**src/rtl/tpdm_pkg.sv**
```systemverilog
`default_nettype none
package tpdm_pkg;

    localparam int VoltW  = 15;
    localparam int GainW  = 12;
    localparam int InjW   = 14;
    localparam int PhW    = 16;
    localparam int DutyW  = 15;
    localparam int OffW   = 10;
    localparam int CfgIdxW = 2;
    localparam int Lanes  = 3;

    localparam logic [OffW-1:0]  OffsetReset = OffW'(20);
    localparam logic [DutyW-1:0] MaxReset    = DutyW'(32767);
    localparam logic [DutyW-1:0] MinReset    = DutyW'(0);

    typedef enum logic [CfgIdxW-1:0] {
        REG_DUTY_OFFSET = 2'd0,
        REG_DUTY_MAX    = 2'd1,
        REG_DUTY_MIN    = 2'd2
    } tpdm_reg_idx_t;

    typedef enum logic [1:0] {
        MODE_SINE   = 2'd0,
        MODE_MINMAX = 2'd1,
        MODE_DPWM   = 2'd2
    } tpdm_mode_t;

    typedef struct packed {
        logic [OffW-1:0]  duty_offset;
        logic [DutyW-1:0] duty_max;
        logic [DutyW-1:0] duty_min;
    } tpdm_cfg_t;

endpackage
`default_nettype wire

```
**src/rtl/tpdm_scale_lane.sv**
```systemverilog
`default_nettype none
module tpdm_scale_lane (
    input  wire logic                                 aclk,
    input  wire logic                                 en,
    input  wire logic signed [tpdm_pkg::VoltW-1:0]    x,
    input  wire logic        [tpdm_pkg::GainW-1:0]    gain,
    output logic      signed [tpdm_pkg::PhW-1:0]      y
);
    import tpdm_pkg::*;

    localparam int ProdW = VoltW + GainW + 1;

    logic signed [ProdW-1:0] prod;
    logic signed [PhW-1:0]   y_reg;

    // (x*gain)>>>12, kept to 16 bits
    assign prod = ProdW'(x * $signed({1'b0, gain}));

    always_ff @(posedge aclk) begin
        if (en) begin
            y_reg <= prod[PhW+GainW-1:GainW];
        end
    end

    assign y = y_reg;
endmodule
`default_nettype wire

```
**src/rtl/tpdm_merge.sv**
```systemverilog
`default_nettype none
module tpdm_merge (
    input  wire logic        [1:0]                    mode,
    input  wire logic signed [tpdm_pkg::PhW-1:0]      p   [tpdm_pkg::Lanes],
    input  wire logic signed [tpdm_pkg::PhW-1:0]      inj [tpdm_pkg::Lanes],
    input  wire logic signed [tpdm_pkg::InjW-1:0]     dr,
    input  wire logic signed [tpdm_pkg::InjW-1:0]     ds,
    input  wire logic        [tpdm_pkg::DutyW-1:0]    duty_max,
    output logic      signed [tpdm_pkg::PhW-1:0]      common,
    output logic      signed [tpdm_pkg::PhW-1:0]      extra [tpdm_pkg::Lanes]
);
    import tpdm_pkg::*;

    logic signed [PhW-1:0] mn, mx, mid, sel, dmax;
    logic signed [PhW:0]   sum;
    logic        [PhW:0]   mag  [Lanes];
    logic        [PhW:0]   best;

    always_comb begin
        for (int i = 0; i < Lanes; i++) begin
            mag[i] = p[i][PhW-1] ? (PhW+1)'(-{p[i][PhW-1], p[i]}) : {1'b0, p[i]};
        end

        mn = p[0];
        mx = p[0];
        for (int i = 1; i < Lanes; i++) begin
            if (p[i] > mx) mx = p[i];
            if (p[i] < mn) mn = p[i];
        end
        sum = {mn[PhW-1], mn} + {mx[PhW-1], mx};
        mid = sum[PhW:1];

        // largest magnitude, ties keep the earlier phase
        sel  = p[0];
        best = mag[0];
        for (int i = 1; i < Lanes; i++) begin
            if (best < mag[i]) begin
                best = mag[i];
                sel  = p[i];
            end
        end
        dmax = $signed({1'b0, duty_max});

        unique case (mode)
            MODE_MINMAX: begin
                common   = -mid;
                extra[0] = inj[0];
                extra[1] = inj[1];
                extra[2] = -inj[2];
            end
            MODE_DPWM: begin
                common   = (!sel[PhW-1] && sel != '0) ? dmax - sel : -dmax - sel;
                extra[0] = PhW'(dr);
                extra[1] = PhW'(ds);
                extra[2] = '0;
            end
            default: begin
                common   = '0;
                extra[0] = '0;
                extra[1] = '0;
                extra[2] = '0;
            end
        endcase
    end
endmodule
`default_nettype wire

```
**src/rtl/tpdm_split_lane.sv**
```systemverilog
`default_nettype none
module tpdm_split_lane (
    input  wire logic                                 aclk,
    input  wire logic                                 aresetn,
    input  wire logic                                 en,
    input  wire tpdm_pkg::tpdm_cfg_t                  cfg,
    input  wire logic signed [tpdm_pkg::PhW-1:0]      p,
    input  wire logic signed [tpdm_pkg::PhW-1:0]      common,
    input  wire logic signed [tpdm_pkg::PhW-1:0]      extra,
    output logic             [tpdm_pkg::DutyW-1:0]    duty_pos,
    output logic             [tpdm_pkg::DutyW-1:0]    duty_neg
);
    import tpdm_pkg::*;

    logic signed [PhW-1:0]   m;
    logic                    is_neg;
    logic        [PhW-1:0]   magn, act;
    logic        [PhW:0]     d_sum, d_clip;
    logic        [DutyW-1:0] d;
    logic                    prev_neg_reg;
    logic        [DutyW-1:0] pos_reg, neg_reg;

    always_comb begin
        m      = p + common + extra;
        is_neg = m[PhW-1];
        magn   = is_neg ? PhW'(-m) : PhW'(m);
        // first item after a sign change starts from zero magnitude
        act    = (is_neg == prev_neg_reg) ? magn : '0;
        d_sum  = {1'b0, act} + (PhW+1)'(cfg.duty_offset);
        d_clip = d_sum;
        if (d_clip > (PhW+1)'(cfg.duty_max)) d_clip = (PhW+1)'(cfg.duty_max);
        if (d_clip < (PhW+1)'(cfg.duty_min)) d_clip = (PhW+1)'(cfg.duty_min);
        d = d_clip[DutyW-1:0];
    end

    always_ff @(posedge aclk) begin
        if (!aresetn) begin
            prev_neg_reg <= 1'b0;
        end else if (en) begin
            prev_neg_reg <= is_neg;
        end
    end

    always_ff @(posedge aclk) begin
        if (en) begin
            pos_reg <= is_neg ? '0 : d;
            neg_reg <= is_neg ? d : '0;
        end
    end

    assign duty_pos = pos_reg;
    assign duty_neg = neg_reg;
endmodule
`default_nettype wire

```
**src/rtl/three_phase_pwm_duty_modulator_top.sv**
```systemverilog
`default_nettype none
// Three-phase PWM duty modulator. Takes one request per cycle and returns one
// set of six leg compare values. It has a gain multiply lane per phase and per
// injection term, a merge stage that forms the common-mode and injection terms
// for the chosen mode, and a split lane per phase that adds them, applies the
// sign-change blanking, the offset and the min/max clamp. The pipeline holds
// under output backpressure and fills its bubbles, so the sustained rate is
// one request per cycle with m_ready high. Configuration writes (offset, max,
// min) take effect at once and must only be made while the pipeline is empty.
module three_phase_pwm_duty_modulator_top (
    input  wire logic                                aclk,
    input  wire logic                                aresetn,
    input  wire logic                                cfg_we,
    input  wire logic [tpdm_pkg::CfgIdxW-1:0]        cfg_addr,
    input  wire logic [tpdm_pkg::DutyW-1:0]          cfg_wdata,
    input  wire logic                                s_valid,
    output logic                                     s_ready,
    input  wire logic [1:0]                          s_mode,
    input  wire logic signed [tpdm_pkg::VoltW-1:0]   s_phase_r_volt,
    input  wire logic signed [tpdm_pkg::VoltW-1:0]   s_phase_s_volt,
    input  wire logic signed [tpdm_pkg::VoltW-1:0]   s_phase_t_volt,
    input  wire logic [tpdm_pkg::GainW-1:0]          s_pwm_gain,
    input  wire logic signed [tpdm_pkg::InjW-1:0]    s_dc_inject_r,
    input  wire logic signed [tpdm_pkg::InjW-1:0]    s_dc_inject_s,
    output logic                                     m_valid,
    input  wire logic                                m_ready,
    output logic [tpdm_pkg::DutyW-1:0]               m_r_duty_pos,
    output logic [tpdm_pkg::DutyW-1:0]               m_r_duty_neg,
    output logic [tpdm_pkg::DutyW-1:0]               m_s_duty_pos,
    output logic [tpdm_pkg::DutyW-1:0]               m_s_duty_neg,
    output logic [tpdm_pkg::DutyW-1:0]               m_t_duty_pos,
    output logic [tpdm_pkg::DutyW-1:0]               m_t_duty_neg
);
    import tpdm_pkg::*;

    tpdm_cfg_t cfg_reg;

    logic v1_reg, v2_reg, v3_reg;
    logic adv1, adv2, adv3;

    logic signed [VoltW-1:0] lane_x [2*Lanes];
    logic signed [PhW-1:0]   lane_y [2*Lanes];
    logic signed [PhW-1:0]   p1     [Lanes];
    logic signed [PhW-1:0]   inj1   [Lanes];
    logic [1:0]              mode1_reg;
    logic signed [InjW-1:0]  dr1_reg, ds1_reg;

    logic signed [PhW-1:0]   common;
    logic signed [PhW-1:0]   extra   [Lanes];
    logic signed [PhW-1:0]   p2_reg  [Lanes];
    logic signed [PhW-1:0]   e2_reg  [Lanes];
    logic signed [PhW-1:0]   c2_reg;

    logic [DutyW-1:0] duty_pos [Lanes];
    logic [DutyW-1:0] duty_neg [Lanes];

    always_ff @(posedge aclk) begin
        if (!aresetn) begin
            cfg_reg.duty_offset <= OffsetReset;
            cfg_reg.duty_max    <= MaxReset;
            cfg_reg.duty_min    <= MinReset;
        end else if (cfg_we) begin
            unique case (cfg_addr)
                REG_DUTY_OFFSET: cfg_reg.duty_offset <= cfg_wdata[OffW-1:0];
                REG_DUTY_MAX:    cfg_reg.duty_max    <= cfg_wdata;
                REG_DUTY_MIN:    cfg_reg.duty_min    <= cfg_wdata;
                default: ;
            endcase
        end
    end

    // each stage moves when it is empty or the next one moves
    assign adv3    = !v3_reg || m_ready;
    assign adv2    = !v2_reg || adv3;
    assign adv1    = !v1_reg || adv2;
    assign s_ready = adv1;

    always_ff @(posedge aclk) begin
        if (!aresetn) begin
            v1_reg <= 1'b0;
            v2_reg <= 1'b0;
            v3_reg <= 1'b0;
        end else begin
            if (adv1) v1_reg <= s_valid;
            if (adv2) v2_reg <= v1_reg;
            if (adv3) v3_reg <= v2_reg;
        end
    end

    assign lane_x[0] = s_phase_r_volt;
    assign lane_x[1] = s_phase_s_volt;
    assign lane_x[2] = s_phase_t_volt;
    assign lane_x[3] = VoltW'(s_dc_inject_r);
    assign lane_x[4] = VoltW'(s_dc_inject_s);
    assign lane_x[5] = VoltW'(s_dc_inject_r) + VoltW'(s_dc_inject_s);

    for (genvar g = 0; g < 2*Lanes; g++) begin : g_scale
        tpdm_scale_lane u_scale (
            .aclk (aclk),
            .en   (adv1),
            .x    (lane_x[g]),
            .gain (s_pwm_gain),
            .y    (lane_y[g])
        );
    end

    for (genvar g = 0; g < Lanes; g++) begin : g_map
        assign p1[g]   = lane_y[g];
        assign inj1[g] = lane_y[Lanes+g];
    end

    always_ff @(posedge aclk) begin
        if (adv1) begin
            mode1_reg <= s_mode;
            dr1_reg   <= s_dc_inject_r;
            ds1_reg   <= s_dc_inject_s;
        end
    end

    tpdm_merge u_merge (
        .mode     (mode1_reg),
        .p        (p1),
        .inj      (inj1),
        .dr       (dr1_reg),
        .ds       (ds1_reg),
        .duty_max (cfg_reg.duty_max),
        .common   (common),
        .extra    (extra)
    );

    always_ff @(posedge aclk) begin
        if (adv2) begin
            c2_reg <= common;
            for (int i = 0; i < Lanes; i++) begin
                p2_reg[i] <= p1[i];
                e2_reg[i] <= extra[i];
            end
        end
    end

    for (genvar g = 0; g < Lanes; g++) begin : g_split
        tpdm_split_lane u_split (
            .aclk     (aclk),
            .aresetn  (aresetn),
            .en       (adv3 && v2_reg),
            .cfg      (cfg_reg),
            .p        (p2_reg[g]),
            .common   (c2_reg),
            .extra    (e2_reg[g]),
            .duty_pos (duty_pos[g]),
            .duty_neg (duty_neg[g])
        );
    end

    assign m_valid      = v3_reg;
    assign m_r_duty_pos = duty_pos[0];
    assign m_r_duty_neg = duty_neg[0];
    assign m_s_duty_pos = duty_pos[1];
    assign m_s_duty_neg = duty_neg[1];
    assign m_t_duty_pos = duty_pos[2];
    assign m_t_duty_neg = duty_neg[2];

endmodule
`default_nettype wire

```
**config.mk**
```make
export PLATFORM = sky130hd
export DESIGN_NAME = three_phase_pwm_duty_modulator_top
export DESIGN_NICKNAME = d
export VERILOG_FILES = /design/src/rtl/tpdm_pkg.sv /design/src/rtl/tpdm_scale_lane.sv /design/src/rtl/tpdm_merge.sv /design/src/rtl/tpdm_split_lane.sv /design/src/rtl/three_phase_pwm_duty_modulator_top.sv
export SDC_FILE = /design/constraint.sdc
export NUM_CORES = 2
export LEC_CHECK = 0
export ABC_CLOCK_PERIOD_IN_PS = 10200
export BUFFER_PORTS_ARGS = -buffer_cell sky130_fd_sc_hd__buf_2
export CAP_MARGIN = 20
export CORE_MARGIN = 2
export CORE_UTILIZATION = 25
export CTS_CLUSTER_DIAMETER = 30
export DETAILED_ROUTE_END_ITERATION = 8
export PLACE_DENSITY = 0.36
export SYNTH_ARGS = -nofsm -noshare
export SYNTH_HDL_FRONTEND = slang
export SYNTH_SLANG_ARGS = --single-unit
```
**constraint.sdc**
```tcl
create_clock -name aclk -period 10.2 [get_ports aclk]
set_clock_uncertainty 0.2 [all_clocks]
set_input_delay 0 -clock aclk [delete_from_list [all_inputs] [get_ports aclk]]
set_output_delay 0 -clock aclk [all_outputs]
set_load 0.02 [all_outputs]
```
Yosys cells after proc, flatten, opt, wreduce, memory -nomap -nowiden:

Memory sizes are Yosys's and may differ from the RTL's.
Index checks and enable logic that the tools add are counted.

* flip-flop bits (word level): 278
* memories: 2
* bits of input ports: 109
* memory bits (writable): 96
* word-level logic and storage cells: 115
* output and inout bits: 92

* reductions and logical operators: 14
* muxes and demuxes: 27
* multipliers: 6
* order comparisons: 12
* add/sub/neg operators: 22
* equal/unequal tests: 7

Memory list
* e2_reg: words 3, width 16, read ports 3, clocked after memory_dff 0, wr ports 3, line three_phase_pwm_duty_modulator_top.sv:51 `logic signed [PhW-1:0] e2_reg [Lanes];`
* p2_reg: words 3, width 16, read ports 3, clocked after memory_dff 0, wr ports 3, line three_phase_pwm_duty_modulator_top.sv:50 `logic signed [PhW-1:0] p2_reg [Lanes];`

Operators with widths (count)
* $mux W16: 13
* $mux W17: 7
* $mul A15 B13 Y28: 4
* $add A16 B16 Y16: 6
* $pmux W48 S2: 1
* $neg A16 Y16: 5
* $mul A14 B13 Y27: 2
* $add A16 B10 Y17: 3
* $gt A17 B15 Y1: 3
* $lt A17 B15 Y1: 3
* $neg A17 Y17: 3
* $mux W15: 3
* $lt A17 B17 Y1: 2
* $gt A16 B16 Y1: 2
* $lt A16 B16 Y1: 2
* $pmux W16 S2: 1
* $sub A16 B16 Y16: 2
* $add A16 B16 Y17: 1
* $neg A15 Y16: 1
* $reduce_bool A16 Y1: 1
* $add A14 B14 Y15: 1
* $reduce_and A2 Y1: 3
* $eq A2 B1 Y1 const B: 2
* $eq A2 B2 Y1 const B: 2
* other kinds (6): 15

Logic depth before layout (Yosys ltp):

An unclocked memory read counts as a cell.

* depth after elaboration: 11
* mapped depth: 54
* depth with buffers taken out: 50

Cells and area by module:

A second synthesis with hierarchy kept.

* cells, all modules: 8005
* area total of the unflattened synthesis: 72371.9 µm²

Modules (own cells, without submodules)
* tpdm_scale_lane (g_scale[0].u_scale ...): cells each 790, times used 2, area an instance 7247.0 µm²
* tpdm_split_lane (g_split[0].u_split ...): cells each 618, times used 2, area an instance 5183.7 µm²
* tpdm_merge: cells each 1122, times used 1, area an instance 7717.4 µm²
* tpdm_scale_lane (g_scale[2].u_scale): cells each 810, times used 1, area an instance 7352.1 µm²
* tpdm_scale_lane (g_scale[3].u_scale): cells each 819, times used 1, area an instance 7345.8 µm²
* tpdm_scale_lane (g_scale[4].u_scale): cells each 772, times used 1, area an instance 7125.6 µm²
* tpdm_scale_lane (g_scale[5].u_scale): cells each 778, times used 1, area an instance 7116.8 µm²
* three_phase_pwm_duty_modulator_top: cells each 411, times used 1, area an instance 6517.5 µm²
* tpdm_split_lane (g_split[2].u_split): cells each 477, times used 1, area an instance 4335.4 µm²

Least setup slack after synthesis:

No wires, ideal clock.

* path type: register -> register
* start point: register c2_reg[1]
* end point: register g_split[0].u_split.pos_reg[9], data pin
* setup time: 167 ps
* arrival time: 10004 ps
* data required time: 9833 ps
* stages on the path, launching flop included: 54
* slack: -171 ps
* clock period less this slack: 10371 ps
* cell sequence: edfxtp_1 > inv_1 > fa_1 > inv_1 > ha_1 > fa_1 > a211o_1 > a211o_2 > a2111oi_4 > o31ai_1 > a21oi_2 > xnor2_1 > buf_2 > buf_1 > clkbuf_1 > nand3_1 > o21ai_0 > ha_1 > [18 not listed] > buf_4 > mux2i_1 > inv_1 > ha_1 > a21o_1 > a21o_1 > a21o_1 > a21o_1 > a21oi_1 > nor2b_1 > o21ai_0 > nand2_1 > inv_1 > nand2_1 > nand2_1 > buf_2 > nor3b_1 > a211oi_1

* longest elaborated chain between the ends: 10

RTL lines
* from (decl): line three_phase_pwm_duty_modulator_top.sv:52 `logic signed [PhW-1:0] c2_reg;`
* from (signal assigned): line three_phase_pwm_duty_modulator_top.sv:133 `c2_reg <= common;`
* $add A16 B16 Y16 (*) (2 in series): line tpdm_split_lane.sv:24 `m = p + common + extra;`
* $neg A16 Y16: line tpdm_split_lane.sv:26 `magn = is_neg ? PhW'(-m) : PhW'(m);`
* $mux W16: line tpdm_split_lane.sv:26
* $mux W16: line tpdm_split_lane.sv:28 `act = (is_neg == prev_neg_reg) ? magn : '0;`
* $add A16 B10 Y17: line tpdm_split_lane.sv:29 `d_sum = {1'b0, act} + (PhW+1)'(cfg.duty_offset);`
* $gt A17 B15 Y1: line tpdm_split_lane.sv:31 `if (d_clip > (PhW+1)'(cfg.duty_max)) d_clip = (PhW+1)'(cfg.duty_max);`
* $mux W17: line tpdm_split_lane.sv:31
* $lt A17 B15 Y1: line tpdm_split_lane.sv:32 `if (d_clip < (PhW+1)'(cfg.duty_min)) d_clip = (PhW+1)'(cfg.duty_min);`
* $mux W15: line tpdm_split_lane.sv:32
* to (signal assigned): line tpdm_split_lane.sv:46 `pos_reg <= is_neg ? '0 : d;`
* to (decl): line tpdm_split_lane.sv:21 `logic [DutyW-1:0] pos_reg, neg_reg;`

Every way passes the cells marked *; elsewhere a longest branch is shown, timed or not.
A chain may end at the register's enable or synchronous reset.

Worst setup path in the final report:

* start point: register g_scale[0].u_scale.y_reg[0]
* end point: register c2_reg[15], data pin

* longest elaborated chain between the ends: 10

RTL lines
* from (decl): line tpdm_scale_lane.sv:14 `logic signed [PhW-1:0] y_reg;`
* from (signal assigned): line tpdm_scale_lane.sv:21 `y_reg <= prod[PhW+GainW-1:GainW];`
* branches (longest 9 deep; another with $neg A17 Y17)
* $pmux W16 S2 (*): line tpdm_merge.sv:44 `unique case (mode)`
* net common[15]: line three_phase_pwm_duty_modulator_top.sv:48 `logic signed [PhW-1:0] common;`

Mark *: on every way through the listed nets, which the timed path passes.

==> impl_results.html <==
<table>
<tr><th>Metric</th><th>Value</th></tr>
<tr><th colspan="2">Clock network</th></tr>
<tr><td>Clock root buffer</td><td>sky130_fd_sc_hd__clkbuf_16</td></tr>
<tr><td>Maximum buffer depth of the clock tree</td><td>3</td></tr>
<tr><td>H-tree levels</td><td>3</td></tr>
<tr><td>Skew-Pair Late Insertion Delay</td><td>0.73 ns</td></tr>
<tr><td>TritonCTS sink count</td><td>370</td></tr>
<tr><td>CTS tree</td><td>yes</td></tr>
<tr><td>Clock buffer count from CTS</td><td>110</td></tr>
<tr><td>Clock-pin slew reported for the worst setup and hold paths after clock tree synthesis</td><td>0.04 ns</td></tr>
<tr><th colspan="2">Timing</th></tr>
<tr><td>Total setup violations reported at the end of the flow</td><td>0</td></tr>
<tr><td>Max Clk Rate</td><td>103 MHz</td></tr>
<tr><td>Worst max-slew margin expressed relative to the limit</td><td>16.2%</td></tr>
<tr><td>Slew @ Worst Pin</td><td>1.23 ns</td></tr>
<tr><td>Final Hold Vio Count</td><td>0</td></tr>
<tr><td>Fin crit period</td><td>9.74 ns</td></tr>
<tr><td>Post-route fraction of the period consumed by the critical path</td><td>95.5%</td></tr>
<tr><td>Final Slew Violations</td><td>0</td></tr>
<tr><th colspan="2">Routing</th></tr>
<tr><td>Antenna viol nets, final</td><td>0</td></tr>
<tr><td>Routed WL per cell</td><td>20.2 um</td></tr>
<tr><td>DRC violations left</td><td>0</td></tr>
<tr><td>Pre-Repair DR Iteration Count</td><td>5</td></tr>
<tr><td>Total Routed Length</td><td>227 mm</td></tr>
<tr><td>Number of vias in the routed layout</td><td>50,600</td></tr>
<tr><td>Violation count after the first detailed-route iteration</td><td>2,244</td></tr>
<tr><td>Vias per Instance</td><td>4.49</td></tr>
<tr><th colspan="2">Setup path</th></tr>
<tr><td>Worst Path Max Fanout</td><td>7</td></tr>
<tr><td>Critical Path Max Stage Delay</td><td>0.53 ns</td></tr>
<tr><td>Arrival time at the worst endpoint</td><td>9.92 ns</td></tr>
<tr><td>Crit end category</td><td>flop</td></tr>
<tr><td>Required arrival time at the worst endpoint</td><td>10.39 ns</td></tr>
<tr><td>Register-to-register path setup slack</td><td>0.46 ns</td></tr>
<tr><td>Critical path capture point</td><td>c2_reg[15]$_DFFE_PP_</td></tr>
<tr><td>Worst r2r path cells</td><td>45</td></tr>
<tr><td>Cell mode on critical path</td><td>sky130_fd_sc_hd__ha_1</td></tr>
<tr><td>Worst reg2reg path endpoint</td><td>c2_reg[15]$_DFFE_PP_</td></tr>
<tr><td>Critical Path Source</td><td>g_scale[0].u_scale.y[0]$_DFFE_PP_</td></tr>
<tr><td>Slowest library cell on the worst path</td><td>sky130_fd_sc_hd__or4_4</td></tr>
<tr><td>CP Class</td><td>flop to flop</td></tr>
<tr><td>Startpoint of the worst-slack reg-to-reg timing path</td><td>g_scale[0].u_scale.y[0]$_DFFE_PP_</td></tr>
<tr><td>Kind of start point of the critical path</td><td>flop</td></tr>
<tr><th colspan="2">Place</th></tr>
<tr><td>Inst Count DP</td><td>10,900</td></tr>
<tr><td>Last weighted congestion value of the routability-driven placer</td><td>0.861</td></tr>
<tr><td>Final HPWL DP</td><td>181 mm</td></tr>
<tr><td>Number of port buffers</td><td>200</td></tr>
<tr><th colspan="2">Hold path</th></tr>
<tr><td>Hold/Removal Path Class</td><td>input pin to flop</td></tr>
<tr><td>Worst Min Path Start</td><td>m_ready</td></tr>
<tr><td>Cell depth of the worst hold path</td><td>4</td></tr>
<tr><th colspan="2">Global routing</th></tr>
<tr><td>Global-route wire length before repair</td><td>346 mm</td></tr>
<tr><td>Maximum number of pins on one net before global-route repair</td><td>78</td></tr>
<tr><td>Initial antenna violation count</td><td>19</td></tr>
<tr><td>Via count of the first global-routing pass</td><td>54,500</td></tr>
<tr><td>Total routing usage reported by global routing</td><td>16.7%</td></tr>
<tr><td>Total global routing overflow</td><td>0</td></tr>
<tr><th colspan="2">Job</th></tr>
<tr><td>Total of max-cap violations</td><td>0</td></tr>
<tr><th colspan="2">Synthesis</th></tr>
<tr><td>Post-synth EDFFs</td><td>324</td></tr>
<tr><td>Top-area cell type share of the netlist area</td><td>31.0%</td></tr>
<tr><td>Proportion of synthesized flip-flops having asynchronous set or reset</td><td>0%</td></tr>
<tr><td>Cell count after synthesis</td><td>7,123</td></tr>
<tr><td>Leading post-synthesis cells by cell area</td><td>sky130_fd_sc_hd__fa_1, sky130_fd_sc_hd__edfxtp_1, sky130_fd_sc_hd__ha_1, sky130_fd_sc_hd__inv_1, sky130_fd_sc_hd__and2_1</td></tr>
<tr><td>Number of distinct library cells after synthesis</td><td>127</td></tr>
<tr><td>Cell accounting for the most synthesized area</td><td>sky130_fd_sc_hd__fa_1</td></tr>
<tr><td>Synth warn</td><td>0</td></tr>
<tr><td>Main synth FF type</td><td>sky130_fd_sc_hd__edfxtp_1</td></tr>
<tr><td>Fraction of the yosys area taken by sequential cells</td><td>15.9%</td></tr>
<tr><td>Post-Syn Area</td><td>0.0671 mm2</td></tr>
<tr><td>FF+latch count, synth</td><td>370</td></tr>
<tr><td>Average size of a mapped cell</td><td>9.41 um2</td></tr>
<tr><th colspan="2">Die</th></tr>
<tr><td>Num rows</td><td>190</td></tr>
<tr><td>Initial Util</td><td>25.1%</td></tr>
<tr><td>Floorplan die width</td><td>522 um</td></tr>
<tr><td>Total die area</td><td>0.272 mm2</td></tr>
<tr><td>Die Y</td><td>522 um</td></tr>
<tr><td>Standard cell core area</td><td>0.267 mm2</td></tr>
<tr><td>IO Count</td><td>201</td></tr>
<tr><th colspan="2">Final layout</th></tr>
<tr><td>Net count, final</td><td>9,449</td></tr>
<tr><td>Most frequent standard cell in the layout excluding fill and tap cells</td><td>sky130_fd_sc_hd__inv_1</td></tr>
<tr><td>Fraction of layout cells with a size suffix above 1</td><td>13.2%</td></tr>
<tr><td>Top library cells by usage in the layout, fill and taps aside</td><td>sky130_fd_sc_hd__inv_1, sky130_fd_sc_hd__fa_1, sky130_fd_sc_hd__nand2_1</td></tr>
<tr><td>Number of flip-flops under the largest register name</td><td>94</td></tr>
<tr><td>Synthesis-to-finish area growth</td><td>19.4%</td></tr>
<tr><td>Final Non-Filler Cells</td><td>11,300</td></tr>
<tr><th colspan="2">Status</th></tr>
<tr><td>Outcome</td><td>completed</td></tr>
</table>
cells in the mapped netlist, drive strengths merged, types with 66 or more instances:
cell type / n
clkbuf: 285
xnor2: 224
nand2: 757
mux2i: 103
xor2: 111
ha: 696
o21ai: 160
nand3: 66
a21o: 106
inv: 1275
nor2: 309
a21oi: 220
edfxtp: 324
and2: 562
fa: 1037
worst min path at each step:
stage / endpoint / slack [ns]
6_report: m_valid$_SDFFE_PN0N_ / 0.09
2_1_floorplan: dr1_reg[0]$_DFFE_PP_ / -0.10
3_5_place_dp: mode1_reg[0]$_DFFE_PP_ / -0.02
4_1_cts: ds1_reg[1]$_DFFE_PP_ / 0.05
3_3_place_gp: mode1_reg[0]$_DFFE_PP_ / -0.02
5_1_grt: dr1_reg[3]$_DFFE_PP_ / 0.08
metal layers:
metal / track usage, % / vias to the layer above / share of wire [%]
met5: 0 / - / 0.040
met4: 3.07 / 14 / 1.8
met3: 1.64 / 206 / 3.3
met2: 28.0 / 804 / 47
met1: 23.5 / 25700 / 48
li1: - / 23900 / -
kinds of logic after synthesis:
group	count (synthesis)	share of synthesized area [%]
AOI/OAI and AO/OA	919	9.49
other	2	0.0112
DFF	370	15.9
buffers and inverters	1587	8.98
adders and majority gates	1733	43.9
muxes	127	1.95
xor gates and xnor gates	335	4.44
and+or+nand+nor	2050	15.3
metrics by stage:
stage	setup TNS (ns)	area, um2	setup WS, ns	util (%)	hold WS (ns)
after global routing	-1.02	80100	-0.0708	29.9	0.0787
final	0	80100	0.462	29.9	0.0913
after global placement	-37.45	74100	-0.696	27.7	-0.0182
after floorplan	0	67100	0.00132	-	-0.101
after detailed placement	-40.32	74100	-0.714	27.7	-0.0192
after CTS	0	78900	0.00486	29.5	0.0462
area by class of cell:
cell class / count / area, um2
Inverter: 1275 / 4790
Antenna cell: 13 / 32.5
Tap cell: 3552 / 4440
Sequential cell: 370 / 10700
Timing Repair Buffer: 682 / 5030
Multi-Input combinational cell: 5168 / 51300
Clock buffer: 127 / 2840
Fill cell: 28300 / 187000
Clock inverter: 73 / 951
critical path, delay by kind of cell, from the launching register on:
family / cells / cell delay, ns
xor+xnor: 2 / 0.48
compound gates: 22 / 3.99
flops: 1 / 0.41
fa+ha+maj: 6 / 1.74
buf+inv: 4 / 0.63
simple gates: 11 / 1.97
what timing repair did:
action,CTS,global route
setup buffers,4,34
setup endpoints to repair,91,94
endpoints found under the hold margin,77,0
hold buffers,90,0
cloned,0,2
pin swaps,10,96
gates resized for setup,35,188
Power is not shown: default switching activity piles up to over one toggle a cycle in this logic, so the estimate is an artifact.
